`config.mk`:
```
export PLATFORM = sky130hd
export DESIGN_NAME = gemv_row_dot_with_epilogue
export DESIGN_NICKNAME = d
export VERILOG_FILES = /design/src/hdl/gemv_pkg.sv /design/src/hdl/gemv_ctrl.sv /design/src/hdl/gemv_dp.sv /design/src/hdl/gemv_row_dot_with_epilogue.sv
export SDC_FILE = /design/constraint.sdc
export NUM_CORES = 2
export LEC_CHECK = 0
export ABC_AREA = 1
export BUFFER_PORTS_ARGS = -buffer_cell sky130_fd_sc_hd__buf_4
export CELL_PAD_IN_SITES_DETAIL_PLACEMENT = 0
export CELL_PAD_IN_SITES_GLOBAL_PLACEMENT = 2
export CORE_MARGIN = 3
export CORE_UTILIZATION = 39
export DETAILED_ROUTE_END_ITERATION = 16
export PLACE_DENSITY = 0.88
export SLEW_MARGIN = 5
export SYNTH_ARGS = -nofsm -noshare
export SYNTH_HDL_FRONTEND = slang
export SYNTH_SLANG_ARGS = --single-unit
```
`constraint.sdc`:
```
create_clock -name aclk -period 16.8 [get_ports aclk]
set_input_delay 2.52 -clock aclk [delete_from_list [all_inputs] [get_ports aclk]]
set_output_delay 2.52 -clock aclk [all_outputs]
set_load 0.05 [all_outputs]
```
`src/hdl/gemv_pkg.sv`:
```
// ============================================================================
// gemv_pkg
// Shared types and constants of the GEMV row dot product engine: register
// indexes, mode codes and the command and status bundles that pass between
// the controller and the datapath.
// ============================================================================
`default_nettype none

package gemv_pkg;

    // Width of the configuration register index.
    localparam int CFG_IDX_W = 3;

    // Configuration register map.
    typedef enum logic [CFG_IDX_W-1:0] {
        REG_ALPHA_GAIN      = 3'd0,
        REG_BETA_GAIN       = 3'd1,
        REG_BIAS_GAIN       = 3'd2,
        REG_ADDEND_GAIN     = 3'd3,
        REG_BIAS_MODE       = 3'd4,
        REG_ADDEND_ENABLE   = 3'd5,
        REG_ACTIVATION_MODE = 3'd6,
        REG_SCALAR_BIAS     = 3'd7
    } cfg_reg_t;

    // Bias mode codes.
    localparam logic [1:0] BIAS_NONE   = 2'd0;
    localparam logic [1:0] BIAS_SCALAR = 2'd1;
    localparam logic [1:0] BIAS_ROW    = 2'd2;

    // Activation mode codes.
    localparam logic [1:0] ACT_NONE  = 2'd0;
    localparam logic [1:0] ACT_RELU  = 2'd1;
    localparam logic [1:0] ACT_RELU6 = 2'd2;

    // Width of the epilogue sum and the magnitude limit of one scaled term.
    localparam int SUM_W           = 64;
    localparam int TERM_LIMIT_LOG2 = 60;

    // Operand pair fed to the shared multiplier.
    typedef enum logic [2:0] {
        MUL_DATA   = 3'd0,
        MUL_ACC_LO = 3'd1,
        MUL_ACC_HI = 3'd2,
        MUL_BETA   = 3'd3,
        MUL_BIAS   = 3'd4,
        MUL_ADDEND = 3'd5
    } mul_sel_t;

    // Update applied to the epilogue sum register.
    typedef enum logic [2:0] {
        SUM_HOLD   = 3'd0,
        SUM_ALPHA  = 3'd1,
        SUM_BETA   = 3'd2,
        SUM_BIAS   = 3'd3,
        SUM_ADDEND = 3'd4
    } sum_op_t;

    // Controller to datapath commands.
    typedef struct packed {
        logic     load_in;
        mul_sel_t mul_sel;
        logic     lo_save;
        logic     acc_update;
        sum_op_t  sum_op;
        logic     emit;
    } dp_cmd_t;

    // Datapath to controller status.
    typedef struct packed {
        logic last_item;
        logic out_free;
    } dp_stat_t;

endpackage

`default_nettype wire

```
`src/hdl/gemv_ctrl.sv`:
```
// ============================================================================
// gemv_ctrl
// Sequencer of the GEMV engine: one multiply and one accumulate per element,
// then the epilogue steps on the shared multiplier for the row's last element.
// ============================================================================
`default_nettype none

module gemv_ctrl (
    input  wire logic               aclk,
    input  wire logic               aresetn,
    input  wire logic               s_valid,
    output logic                    s_ready,
    input  wire gemv_pkg::dp_stat_t stat,
    output gemv_pkg::dp_cmd_t       cmd
);
    import gemv_pkg::*;

    typedef enum logic [9:0] {
        S_IDLE   = 10'b00_0000_0001,
        S_MUL    = 10'b00_0000_0010,
        S_ACC    = 10'b00_0000_0100,
        S_ALO    = 10'b00_0000_1000,
        S_AHI    = 10'b00_0001_0000,
        S_ACOMB  = 10'b00_0010_0000,
        S_TBETA  = 10'b00_0100_0000,
        S_TBIAS  = 10'b00_1000_0000,
        S_TADD   = 10'b01_0000_0000,
        S_EMIT   = 10'b10_0000_0000
    } state_t;

    state_t state_reg;
    state_t state_next;

    always_ff @(posedge aclk) begin
        if (!aresetn) begin
            state_reg <= S_IDLE;
        end else begin
            state_reg <= state_next;
        end
    end

    always_comb begin
        state_next  = state_reg;
        cmd         = '0;
        cmd.mul_sel = MUL_DATA;
        cmd.sum_op  = SUM_HOLD;
        s_ready     = 1'b0;
        case (state_reg)
            S_IDLE: begin
                s_ready = 1'b1;
                if (s_valid) begin
                    cmd.load_in = 1'b1;
                    state_next  = S_MUL;
                end
            end
            S_MUL: begin
                cmd.mul_sel = MUL_DATA;
                state_next  = S_ACC;
            end
            S_ACC: begin
                cmd.acc_update = 1'b1;
                state_next     = stat.last_item ? S_ALO : S_IDLE;
            end
            S_ALO: begin
                cmd.mul_sel = MUL_ACC_LO;
                state_next  = S_AHI;
            end
            S_AHI: begin
                cmd.lo_save = 1'b1;
                cmd.mul_sel = MUL_ACC_HI;
                state_next  = S_ACOMB;
            end
            S_ACOMB: begin
                cmd.sum_op  = SUM_ALPHA;
                cmd.mul_sel = MUL_BETA;
                state_next  = S_TBETA;
            end
            S_TBETA: begin
                cmd.sum_op  = SUM_BETA;
                cmd.mul_sel = MUL_BIAS;
                state_next  = S_TBIAS;
            end
            S_TBIAS: begin
                cmd.sum_op  = SUM_BIAS;
                cmd.mul_sel = MUL_ADDEND;
                state_next  = S_TADD;
            end
            S_TADD: begin
                cmd.sum_op = SUM_ADDEND;
                state_next = S_EMIT;
            end
            S_EMIT: begin
                if (stat.out_free) begin
                    cmd.emit   = 1'b1;
                    state_next = S_IDLE;
                end
            end
            default: begin
                state_next = S_IDLE;
            end
        endcase
    end

endmodule

`default_nettype wire

```
`src/hdl/gemv_dp.sv`:
```
// ============================================================================
// gemv_dp
// Datapath of the GEMV engine: configuration registers, input capture, the
// shared multiplier, the saturating accumulator, the epilogue sum and the
// result register.
// ============================================================================
`default_nettype none

module gemv_dp #(
    parameter int DATA_WIDTH = 32,
    parameter int FRAC_BITS  = 16,
    parameter int ACC_WIDTH  = 64
) (
    input  wire logic                           aclk,
    input  wire logic                           aresetn,
    input  wire logic                           cfg_wr_en,
    input  wire logic [gemv_pkg::CFG_IDX_W-1:0] cfg_index,
    input  wire logic [DATA_WIDTH-1:0]          cfg_wr_data,
    input  wire logic signed [DATA_WIDTH-1:0]   s_vec_elem,
    input  wire logic signed [DATA_WIDTH-1:0]   s_mat_elem,
    input  wire logic                           s_skip_product,
    input  wire logic                           s_last_of_row,
    input  wire logic signed [DATA_WIDTH-1:0]   s_old_result,
    input  wire logic signed [DATA_WIDTH-1:0]   s_bias_elem,
    input  wire logic signed [DATA_WIDTH-1:0]   s_addend_elem,
    input  wire gemv_pkg::dp_cmd_t              cmd,
    output gemv_pkg::dp_stat_t                  stat,
    output logic                                m_valid,
    input  wire logic                           m_ready,
    output logic signed [DATA_WIDTH-1:0]        m_row_result,
    output logic                                m_saturated
);
    import gemv_pkg::*;

    // The accumulator is multiplied by alpha in two halves.
    localparam int HALF_W  = (ACC_WIDTH + 1) / 2;
    localparam int MUL_A_W = ((HALF_W > DATA_WIDTH) ? HALF_W : DATA_WIDTH) + 1;
    localparam int PROD_W  = MUL_A_W + DATA_WIDTH;
    localparam int WIDE_W  = PROD_W + HALF_W;
    localparam int EXT_W   = ((ACC_WIDTH > PROD_W) ? ACC_WIDTH : PROD_W) + 1;

    localparam logic signed [DATA_WIDTH-1:0] ALPHA_ONE = DATA_WIDTH'(1) << FRAC_BITS;
    localparam logic signed [ACC_WIDTH-1:0]  ACC_MAX   = {1'b0, {(ACC_WIDTH-1){1'b1}}};
    localparam logic signed [ACC_WIDTH-1:0]  ACC_MIN   = {1'b1, {(ACC_WIDTH-1){1'b0}}};
    localparam logic signed [WIDE_W-1:0]     TERM_MAX  = WIDE_W'(1) << TERM_LIMIT_LOG2;
    localparam logic signed [WIDE_W-1:0]     TERM_MIN  = -TERM_MAX;
    localparam logic signed [SUM_W-1:0]      SIX_Q     = SUM_W'(6) << FRAC_BITS;
    localparam logic signed [DATA_WIDTH-1:0] OUT_MAX   = {1'b0, {(DATA_WIDTH-1){1'b1}}};
    localparam logic signed [DATA_WIDTH-1:0] OUT_MIN   = {1'b1, {(DATA_WIDTH-1){1'b0}}};

    // Configuration registers.
    logic signed [DATA_WIDTH-1:0] alpha_gain_reg;
    logic signed [DATA_WIDTH-1:0] beta_gain_reg;
    logic signed [DATA_WIDTH-1:0] bias_gain_reg;
    logic signed [DATA_WIDTH-1:0] addend_gain_reg;
    logic [1:0]                   bias_mode_reg;
    logic                         addend_enable_reg;
    logic [1:0]                   activation_mode_reg;
    logic signed [DATA_WIDTH-1:0] scalar_bias_reg;

    always_ff @(posedge aclk) begin
        if (!aresetn) begin
            alpha_gain_reg      <= ALPHA_ONE;
            beta_gain_reg       <= '0;
            bias_gain_reg       <= '0;
            addend_gain_reg     <= '0;
            bias_mode_reg       <= BIAS_NONE;
            addend_enable_reg   <= 1'b0;
            activation_mode_reg <= ACT_NONE;
            scalar_bias_reg     <= '0;
        end else if (cfg_wr_en) begin
            case (cfg_reg_t'(cfg_index))
                REG_ALPHA_GAIN:      alpha_gain_reg      <= cfg_wr_data;
                REG_BETA_GAIN:       beta_gain_reg       <= cfg_wr_data;
                REG_BIAS_GAIN:       bias_gain_reg       <= cfg_wr_data;
                REG_ADDEND_GAIN:     addend_gain_reg     <= cfg_wr_data;
                REG_BIAS_MODE:       bias_mode_reg       <= cfg_wr_data[1:0];
                REG_ADDEND_ENABLE:   addend_enable_reg   <= cfg_wr_data[0];
                REG_ACTIVATION_MODE: activation_mode_reg <= cfg_wr_data[1:0];
                REG_SCALAR_BIAS:     scalar_bias_reg     <= cfg_wr_data;
                default: begin
                end
            endcase
        end
    end

    // Captured input item.
    logic signed [DATA_WIDTH-1:0] vec_reg;
    logic signed [DATA_WIDTH-1:0] mat_reg;
    logic                         skip_reg;
    logic                         last_reg;
    logic signed [DATA_WIDTH-1:0] old_reg;
    logic signed [DATA_WIDTH-1:0] bias_elem_reg;
    logic signed [DATA_WIDTH-1:0] addend_elem_reg;

    always_ff @(posedge aclk) begin
        if (cmd.load_in) begin
            vec_reg         <= s_vec_elem;
            mat_reg         <= s_mat_elem;
            skip_reg        <= s_skip_product;
            last_reg        <= s_last_of_row;
            old_reg         <= s_old_result;
            bias_elem_reg   <= s_bias_elem;
            addend_elem_reg <= s_addend_elem;
        end
    end

    // Shared multiplier with registered product.
    logic signed [ACC_WIDTH-1:0]  acc_reg;
    logic signed [MUL_A_W-1:0]    mul_a;
    logic signed [DATA_WIDTH-1:0] mul_b;
    logic signed [PROD_W-1:0]     prod_next;
    logic signed [PROD_W-1:0]     prod_reg;
    logic signed [PROD_W-1:0]     lo_reg;

    always_comb begin
        case (cmd.mul_sel)
            MUL_DATA: begin
                mul_a = MUL_A_W'(vec_reg);
                mul_b = mat_reg;
            end
            MUL_ACC_LO: begin
                mul_a = $signed(MUL_A_W'(acc_reg[HALF_W-1:0]));
                mul_b = alpha_gain_reg;
            end
            MUL_ACC_HI: begin
                mul_a = MUL_A_W'($signed(acc_reg[ACC_WIDTH-1:HALF_W]));
                mul_b = alpha_gain_reg;
            end
            MUL_BETA: begin
                mul_a = MUL_A_W'(old_reg);
                mul_b = beta_gain_reg;
            end
            MUL_BIAS: begin
                mul_a = MUL_A_W'((bias_mode_reg == BIAS_SCALAR) ? scalar_bias_reg
                                                                : bias_elem_reg);
                mul_b = bias_gain_reg;
            end
            MUL_ADDEND: begin
                mul_a = MUL_A_W'(addend_elem_reg);
                mul_b = addend_gain_reg;
            end
            default: begin
                mul_a = '0;
                mul_b = '0;
            end
        endcase
    end

    assign prod_next = PROD_W'(mul_a) * PROD_W'(mul_b);

    always_ff @(posedge aclk) begin
        prod_reg <= prod_next;
        if (cmd.lo_save) begin
            lo_reg <= prod_reg;
        end
    end

    // Saturating accumulator; the product is floored by the arithmetic shift.
    logic signed [PROD_W-1:0]    prod_sh;
    logic signed [EXT_W-1:0]     acc_sum;
    logic signed [ACC_WIDTH-1:0] acc_next;
    logic                        sat_seen_reg;
    logic                        sat_seen_next;

    assign prod_sh = prod_reg >>> FRAC_BITS;
    assign acc_sum = EXT_W'(acc_reg) + EXT_W'(prod_sh);

    always_comb begin
        acc_next      = acc_reg;
        sat_seen_next = sat_seen_reg;
        if (cmd.emit) begin
            acc_next      = '0;
            sat_seen_next = 1'b0;
        end else if (cmd.acc_update && !skip_reg) begin
            if (acc_sum > EXT_W'(ACC_MAX)) begin
                acc_next      = ACC_MAX;
                sat_seen_next = 1'b1;
            end else if (acc_sum < EXT_W'(ACC_MIN)) begin
                acc_next      = ACC_MIN;
                sat_seen_next = 1'b1;
            end else begin
                acc_next = acc_sum[ACC_WIDTH-1:0];
            end
        end
    end

    always_ff @(posedge aclk) begin
        if (!aresetn) begin
            acc_reg      <= '0;
            sat_seen_reg <= 1'b0;
        end else begin
            acc_reg      <= acc_next;
            sat_seen_reg <= sat_seen_next;
        end
    end

    // Epilogue sum. The alpha term joins both halves, then is clamped.
    logic signed [WIDE_W-1:0] wide_sum;
    logic signed [WIDE_W-1:0] wide_sh;
    logic signed [WIDE_W-1:0] alpha_clamped;
    logic signed [SUM_W-1:0]  alpha_term;
    logic signed [SUM_W-1:0]  small_term;
    logic signed [SUM_W-1:0]  sum_reg;
    logic signed [SUM_W-1:0]  sum_next;
    logic                     beta_en;
    logic                     bias_en;

    assign wide_sum   = (WIDE_W'(prod_reg) <<< HALF_W) + WIDE_W'(lo_reg);
    assign wide_sh    = wide_sum >>> FRAC_BITS;
    assign alpha_clamped = (wide_sh > TERM_MAX) ? TERM_MAX
                         : (wide_sh < TERM_MIN) ? TERM_MIN : wide_sh;
    assign alpha_term = SUM_W'(alpha_clamped);
    assign small_term = SUM_W'(prod_sh);
    assign beta_en    = (beta_gain_reg != '0);
    assign bias_en    = (bias_mode_reg == BIAS_SCALAR) || (bias_mode_reg == BIAS_ROW);

    always_comb begin
        case (cmd.sum_op)
            SUM_HOLD:   sum_next = sum_reg;
            SUM_ALPHA:  sum_next = alpha_term;
            SUM_BETA:   sum_next = beta_en ? sum_reg + small_term : sum_reg;
            SUM_BIAS:   sum_next = bias_en ? sum_reg + small_term : sum_reg;
            SUM_ADDEND: sum_next = addend_enable_reg ? sum_reg + small_term : sum_reg;
            default:    sum_next = sum_reg;
        endcase
    end

    always_ff @(posedge aclk) begin
        sum_reg <= sum_next;
    end

    // Activation, then saturation to the output range.
    logic signed [SUM_W-1:0]      act_val;
    logic signed [DATA_WIDTH-1:0] result_next;
    logic                         sat_next;

    always_comb begin
        act_val = sum_reg;
        if (((activation_mode_reg == ACT_RELU) || (activation_mode_reg == ACT_RELU6))
            && (act_val < 0)) begin
            act_val = '0;
        end
        if ((activation_mode_reg == ACT_RELU6) && (act_val > SIX_Q)) begin
            act_val = SIX_Q;
        end
        sat_next = sat_seen_reg;
        if (act_val > SUM_W'(OUT_MAX)) begin
            result_next = OUT_MAX;
            sat_next    = 1'b1;
        end else if (act_val < SUM_W'(OUT_MIN)) begin
            result_next = OUT_MIN;
            sat_next    = 1'b1;
        end else begin
            result_next = act_val[DATA_WIDTH-1:0];
        end
    end

    // Result register.
    logic                         m_valid_reg;
    logic signed [DATA_WIDTH-1:0] row_result_reg;
    logic                         saturated_reg;

    always_ff @(posedge aclk) begin
        if (!aresetn) begin
            m_valid_reg <= 1'b0;
        end else if (cmd.emit) begin
            m_valid_reg <= 1'b1;
        end else if (m_ready) begin
            m_valid_reg <= 1'b0;
        end
    end

    always_ff @(posedge aclk) begin
        if (cmd.emit) begin
            row_result_reg <= result_next;
            saturated_reg  <= sat_next;
        end
    end

    assign m_valid        = m_valid_reg;
    assign m_row_result   = row_result_reg;
    assign m_saturated    = saturated_reg;
    assign stat.last_item = last_reg;
    assign stat.out_free  = !m_valid_reg || m_ready;

endmodule

`default_nettype wire

```
`src/hdl/gemv_row_dot_with_epilogue.sv`:
```
// An element that is not the last of its row passes through transfer, multiply and
// accumulate steps before the engine takes the next element. The last element also runs
// the epilogue steps before its result reaches the output register, which it does only
// once the previous result has been taken. The single shared multiplier serializes the
// epilogue: it runs alpha in two halves. Reset (aresetn low, synchronous) restores the
// configuration registers and controller state, and clears the accumulator and output valid.
// ============================================================================
// gemv_row_dot_with_epilogue
// Row dot product of a GEMV with bias, addend and activation epilogue in
// signed fixed point.
// ============================================================================
`default_nettype none

module gemv_row_dot_with_epilogue #(
    parameter int DATA_WIDTH = 32,
    parameter int FRAC_BITS  = 16,
    parameter int ACC_WIDTH  = 64
) (
    input  wire logic                           aclk,
    input  wire logic                           aresetn,
    // Configuration write port.
    input  wire logic                           cfg_wr_en,
    input  wire logic [gemv_pkg::CFG_IDX_W-1:0] cfg_index,
    input  wire logic [DATA_WIDTH-1:0]          cfg_wr_data,
    // Element stream.
    input  wire logic                           s_valid,
    output logic                                s_ready,
    input  wire logic signed [DATA_WIDTH-1:0]   s_vec_elem,
    input  wire logic signed [DATA_WIDTH-1:0]   s_mat_elem,
    input  wire logic                           s_skip_product,
    input  wire logic                           s_last_of_row,
    input  wire logic signed [DATA_WIDTH-1:0]   s_old_result,
    input  wire logic signed [DATA_WIDTH-1:0]   s_bias_elem,
    input  wire logic signed [DATA_WIDTH-1:0]   s_addend_elem,
    // Row results.
    output logic                                m_valid,
    input  wire logic                           m_ready,
    output logic signed [DATA_WIDTH-1:0]        m_row_result,
    output logic                                m_saturated
);
    import gemv_pkg::*;

    // The controller walks each transferred element through a multiply and
    // an accumulate step. On the last element of a row it continues with the
    // epilogue: the accumulator times alpha is formed from its low and high
    // halves, then the beta, bias and addend terms are each multiplied in one
    // step and added in the next, overlapped on the multiplier. The finished
    // value passes activation and saturation into the result register.
    //
    // The result register decouples the two sides: elements of the next row
    // keep flowing while a result waits to be taken. Only a further row end
    // waits, in the final step, until the result register is free.

    dp_cmd_t  cmd;
    dp_stat_t stat;

    gemv_ctrl u_ctrl (
        .aclk    (aclk),
        .aresetn (aresetn),
        .s_valid (s_valid),
        .s_ready (s_ready),
        .stat    (stat),
        .cmd     (cmd)
    );

    gemv_dp #(
        .DATA_WIDTH (DATA_WIDTH),
        .FRAC_BITS  (FRAC_BITS),
        .ACC_WIDTH  (ACC_WIDTH)
    ) u_dp (
        .aclk           (aclk),
        .aresetn        (aresetn),
        .cfg_wr_en      (cfg_wr_en),
        .cfg_index      (cfg_index),
        .cfg_wr_data    (cfg_wr_data),
        .s_vec_elem     (s_vec_elem),
        .s_mat_elem     (s_mat_elem),
        .s_skip_product (s_skip_product),
        .s_last_of_row  (s_last_of_row),
        .s_old_result   (s_old_result),
        .s_bias_elem    (s_bias_elem),
        .s_addend_elem  (s_addend_elem),
        .cmd            (cmd),
        .stat           (stat),
        .m_valid        (m_valid),
        .m_ready        (m_ready),
        .m_row_result   (m_row_result),
        .m_saturated    (m_saturated)
    );

endmodule

`default_nettype wire

```
# Word level (Yosys, flattened, before mapping)
# Cells that the tools add are included.
# word_totals
ff_bits	630
rom_bits	0
mem_count	0
latch_bits	0
ram_bits	0
elab_cells	131
# classes
n_div	0
eq_ne	35
order_cmp	8
addsub	3
mux	31
shift	0
bitwise	1
n_mul	1
n_reduce_logical	28
# op_table
op	n
two-way mux 64 bit	9
case mux 64 bit (4 select lines)	1
case mux 33 bit (6 select lines)	1
case mux 32 bit (5 select lines)	1
case mux 10 bit (10 select lines)	1
adder 97 x 65 -> 97 bit	1
> comparator 81 x 62 -> 1 bit (second input constant)	1
< comparator 81 x 61 -> 1 bit (second input constant)	1
> comparator 66 x 64 -> 1 bit (second input constant)	1
< comparator 66 x 64 -> 1 bit (second input constant)	1
adder 64 x 49 -> 65 bit	1
multiplier 33 x 32 -> 65 bit	1
adder 64 x 49 -> 64 bit	1
> comparator 64 x 20 -> 1 bit (second input constant)	1
> comparator 64 x 32 -> 1 bit (second input constant)	1
< comparator 64 x 1 -> 1 bit (second input constant)	1
< comparator 64 x 32 -> 1 bit (second input constant)	1
two-way mux 33 bit	1
two-way mux 32 bit	1
nonzero test 32 bit	1
equality test 3 bit (second input constant)	7
two-way mux 10 bit	2
AND reduction 2 bit	10
equality test 3 x 2 -> 1 bit (second input constant)	6
other kinds (28)	54

# Depth between registers and ports, before layout
# logic_depth
word_depth	9
depth_mapped	46
mapped_depth_nobuf	44

# By module
# A second synthesis with hierarchy kept.
# hier_totals
cells_unflattened	10275
hier_area_um2	77349.2
# modules_own_cells
mod	area_each_um2	seq_area_each_um2	cells_per_inst	instances
gemv_dp	76706.1	15174.6	10182	1
gemv_ctrl	643.1	200.2	93	1

# Worst setup path after synthesis
# Ideal clock, no wire load.
# synth_path
path_kind	reg2reg
startpoint	register u_ctrl.state_reg[9]
endpoint	register u_dp.sum_reg[0], enable pin
required_time_ns	15.972
stages_incl_launch_ff	10
t_arrival_ns	11.533
setup_ns	0.828
slack_ns	4.438
n_path_buf	2
period_less_slack_ns	12.362
path_cell_list	dfxtp_1 nor2_1 inv_2 nor3_4 nand2_2 inv_2 buf_2 buf_1 nor4_1 a2111oi_0
# synth_between
elab_chain_len	5
elab_cells_between_ends	14
cone_classes	eq/ne (11); mux (1); reduce/logical (2)
# synth_lines
element	line_no	source
start: declaration	gemv_ctrl.sv:31	state_t state_reg;
start signal: assignment	gemv_ctrl.sv:38	state_reg <= state_next;
equality test 10 x 9 -> 1 bit, or another cell as far along	gemv_ctrl.sv:48	case (state_reg)
case mux 3 bit (4 select lines) (*)	gemv_ctrl.sv:48	
equality test 3 bit, or another cell as far along	gemv_dp.sv:219	case (cmd.sum_op)
!= test 2 x 1 -> 1 bit (no line) / nonzero test 4 bit (equally long branches)	-	
AND reduction 4 bit (no line) (*)	-	
end signal: assignment	gemv_dp.sv:230	sum_reg <= sum_next;
end: declaration	gemv_dp.sv:204	logic signed [SUM_W-1:0] sum_reg;
# Every way passes the cells marked *; elsewhere a longest branch is shown, timed or not.
# A chain may end at the register's enable or synchronous reset.

# Worst setup path in the final report
# layout_path
startpoint	register u_ctrl.state_reg[2]
endpoint	register u_dp.prod_reg[56]
# layout_between
elab_chain_len	6
elab_cells_between_ends	16
cone_classes	mul (1); eq/ne (10); mux (3); reduce/logical (2)
# layout_lines
element	line_no	source
equality test 10 x 8 -> 1 bit, or another cell as far along	gemv_ctrl.sv:48	
case mux 3 bit (5 select lines) (*)	gemv_ctrl.sv:48	
equality test 3 x 1 -> 1 bit / equality test 3 x 2 -> 1 bit (equally long branches)	gemv_dp.sv:117	case (cmd.mul_sel)
OR reduction 2 bit (no line)	-	
case mux 32 bit (5 select lines)	gemv_dp.sv:117	
multiplier 33 x 32 -> 65 bit (*)	gemv_dp.sv:150	assign prod_next = PROD_W'(mul_a) * PROD_W'(mul_b);
via u_dp.prod_next[56]	gemv_dp.sv:112	logic signed [PROD_W-1:0] prod_next;
end signal: assignment	gemv_dp.sv:153	prod_reg <= prod_next;
end: declaration	gemv_dp.sv:113	logic signed [PROD_W-1:0] prod_reg;
# The timed path passes the listed nets; every way through them passes the cells marked *.

==> flow_summary.toml <==
[cts]
path_clk_slew_ns = 0.06
root_buffer = "clkbuf_16"
htreeDepth = 3
cts_tree = "yes"
cts.sinks = 614
postCtsSetupBuffers = 0
clk_path_buf_depth = 3
worstSkewPairLatency_ns = 0.70
cts_hold_buf = 0
postCtsResizedCells = 0
cts_inserted_buffers = 70

[sta]
relSlewSlack_pct = 23.1
slew_viol_final = 0
clock.fmax_mhz = 86.5
finalCritPeriodShare_pct = 68.8
period_needed_ns = 11.55
timing.setup.tns_ns = 0
finClkSkew_ns = 0.0523
final_hold_viol_count = 0
rsz0062_at_grt = "false"
setup_viol = 0
worstMarginPinSlew_ns = 1.15

[synth]
synth.most_common_cell = "nand2_1"
synth_top_area_cell = "fa_1"
yosys.area_share.simple_pct = 20.6
ys_seq_area_share_pct = 20.0
synth_top_family_by_area = "adder cells"
syn_inst = 10000
synth_common_cells = "2,534 x nand2_1, 2,225 x inv_1, 1,115 x fa_1"
synth_xor_area_share_pct = 1.84
netlist_top_cells_area = "fa_1 29%, nand2_1 12%, edfxtp_1 12%"
synth_compound_area_share_pct = 9.11
yosys.area_share.adder_pct = 35.1
synth_edf_count = 308
synth_nets = 11700
dominantRegCellSynth = "edfxtp_1"
ys_ff_latch = 614
synth_mux_area_share_pct = 0
synth-async-reset-ratio_pct = 0
syn_avg_cell_area_sq_um = 7.68
synth_cell_type_count = 66
yosysWarnings = 0
synth_area_sq_um = 77100
synth_top_cell_area_share_pct = 29.0

[detailed_routing]
drc_errors = 0
via_per_inst = 5.17
wl_per_cell_um = 22.6
wl_um = 289000
drt_iter0_drc = 5674
firstDrtPassIters = 5
ant_nets = 0
dr_total_vias = 66200

[place]
finalWeightedCongestion = 0.953
post-dp-hpwl_um = 227000
io_buffers = 236

[global_route]
antenna_found_initial = 14
grt_usage_pct = 28.2
use_met3_pct = 3.66
grt_pass1_wl_um = 432000
gr-total-overflow = 0
busiest_layer = "met2"
gr-usage-met2_pct = 47.6
gr-usage-met1_pct = 37.6
grt_pass1_vias = 67600
grt_max_degree = 120

[floorplan]
die_x_um = 450
io_pins = 237
core-area_sq_um = 196000
dieHeight_um = 450
std_cell_rows = 162
dieArea_sq_um = 203000
initial_utilization_pct = 39.4

[setup_path]
endpoint_kind = "flip-flop"
start_kind = "flip-flop"
max_stage_delay_ns = 0.80
cp.required_ns = 17.35
arrival_ns = 12.10
critPathMaxFanout = 64
crit_type = "flip-flop to flip-flop"
slowest_stage = "fa_1"
crit_family = "adder cells"
cp_common_cell = "inv_1"
crit_buf_inv = 14

[finish]
utilization_pct = 43.0
drive_above_1_share_pct = 6.84
area_delta_synth_final_pct = 9.15
largest_reg_flops = 65
final_nets = 11800

[min_path]
worstHoldPathType = "flip-flop to flip-flop"

[status]
status = "complete, no violations"

[flow_run]
drv_cap = 0
worst min-delay path, delay by kind of cell, from the launching register on:
family | cells | cell delay, ns
compound gates | 1 | 0.06
flops | 1 | 0.30
buf+inv | 1 | 0.06
logic make-up (layout without fill, tap and decap cells):
kind of cell | Yosys count | in the layout
AO/OA/AOI/OAI | 1213 | 1213
XOR/XNOR | 162 | 162
adder cells (fa/ha/maj) | 1494 | 1494
buffers and inverters | 2629 | 2763
flip-flops | 614 | 614
other | 0 | 3
AND/OR/NAND/NOR | 3920 | 3920
layout make-up:
| type | count | area (sq um) |
|---|---|---|
| flip-flops and latches | 614 | 15400 |
| clock inverters | 43 | 562 |
| inverters | 2275 | 8540 |
| multi-input cells | 6789 | 51700 |
| repair buffers | 359 | 2700 |
| fillers | 20100 | 112000 |
| clock buffers | 86 | 1890 |
| well taps | 2624 | 3280 |
| diodes | 3 | 7.51 |
path summary, 6_finish.rpt:
| path | endpoint | startpoint | depth (start not counted) | slack, ns |
|---|---|---|---|---|
| max | u_dp.prod_reg[56] | u_ctrl.state_reg[2] | 40 | 5.25 |
| min | u_dp.addend_gain_reg[31] | u_dp.addend_gain_reg[31] | 2 | 0.46 |
| max reg2reg | u_dp.prod_reg[56] | u_ctrl.state_reg[2] | 40 | 5.25 |
| min reg2reg | u_dp.addend_gain_reg[31] | u_dp.addend_gain_reg[31] | 2 | 0.46 |
stage by stage:
step	hold slack (ns)	instances	setup slack [ns]	cell area [sq um]
CTS	0.466	12800	5.26	84100
global route	0.494	12800	4.45	84100
finish	0.464	12800	5.25	84100
detailed placement	0.453	12700	5.34	81600
floorplan	0.430	10000	4.44	77100
global placement	0.450	12700	5.41	81600
routing by layer:
metal  up-vias  part of all wire (%)  wire length, um
met1     33000                    42           122000
met4         2                   3.9            11200
met5         -                0.0045               13
li1      30700                     -                -
met3       386                   6.2            17900
met2      2155                    48           137000
cells in the final DEF (no fill, tap or decap), types with 305 or more instances in the layout:
| cell | netlist | layout |
|---|---|---|
| nor2_1 | 783 | 776 |
| o21ai_0 | 429 | 429 |
| inv_1 | 2225 | 2224 |
| ha_1 | 379 | 378 |
| buf_4 | 4 | 359 |
| nand2_1 | 2534 | 2534 |
| a21oi_1 | 451 | 451 |
| fa_1 | 1115 | 1115 |
| edfxtp_1 | 308 | 308 |
| dfxtp_1 | 306 | 305 |
Power is not shown: default switching activity piles up to over one toggle a cycle in this logic, so the estimate is an artifact.
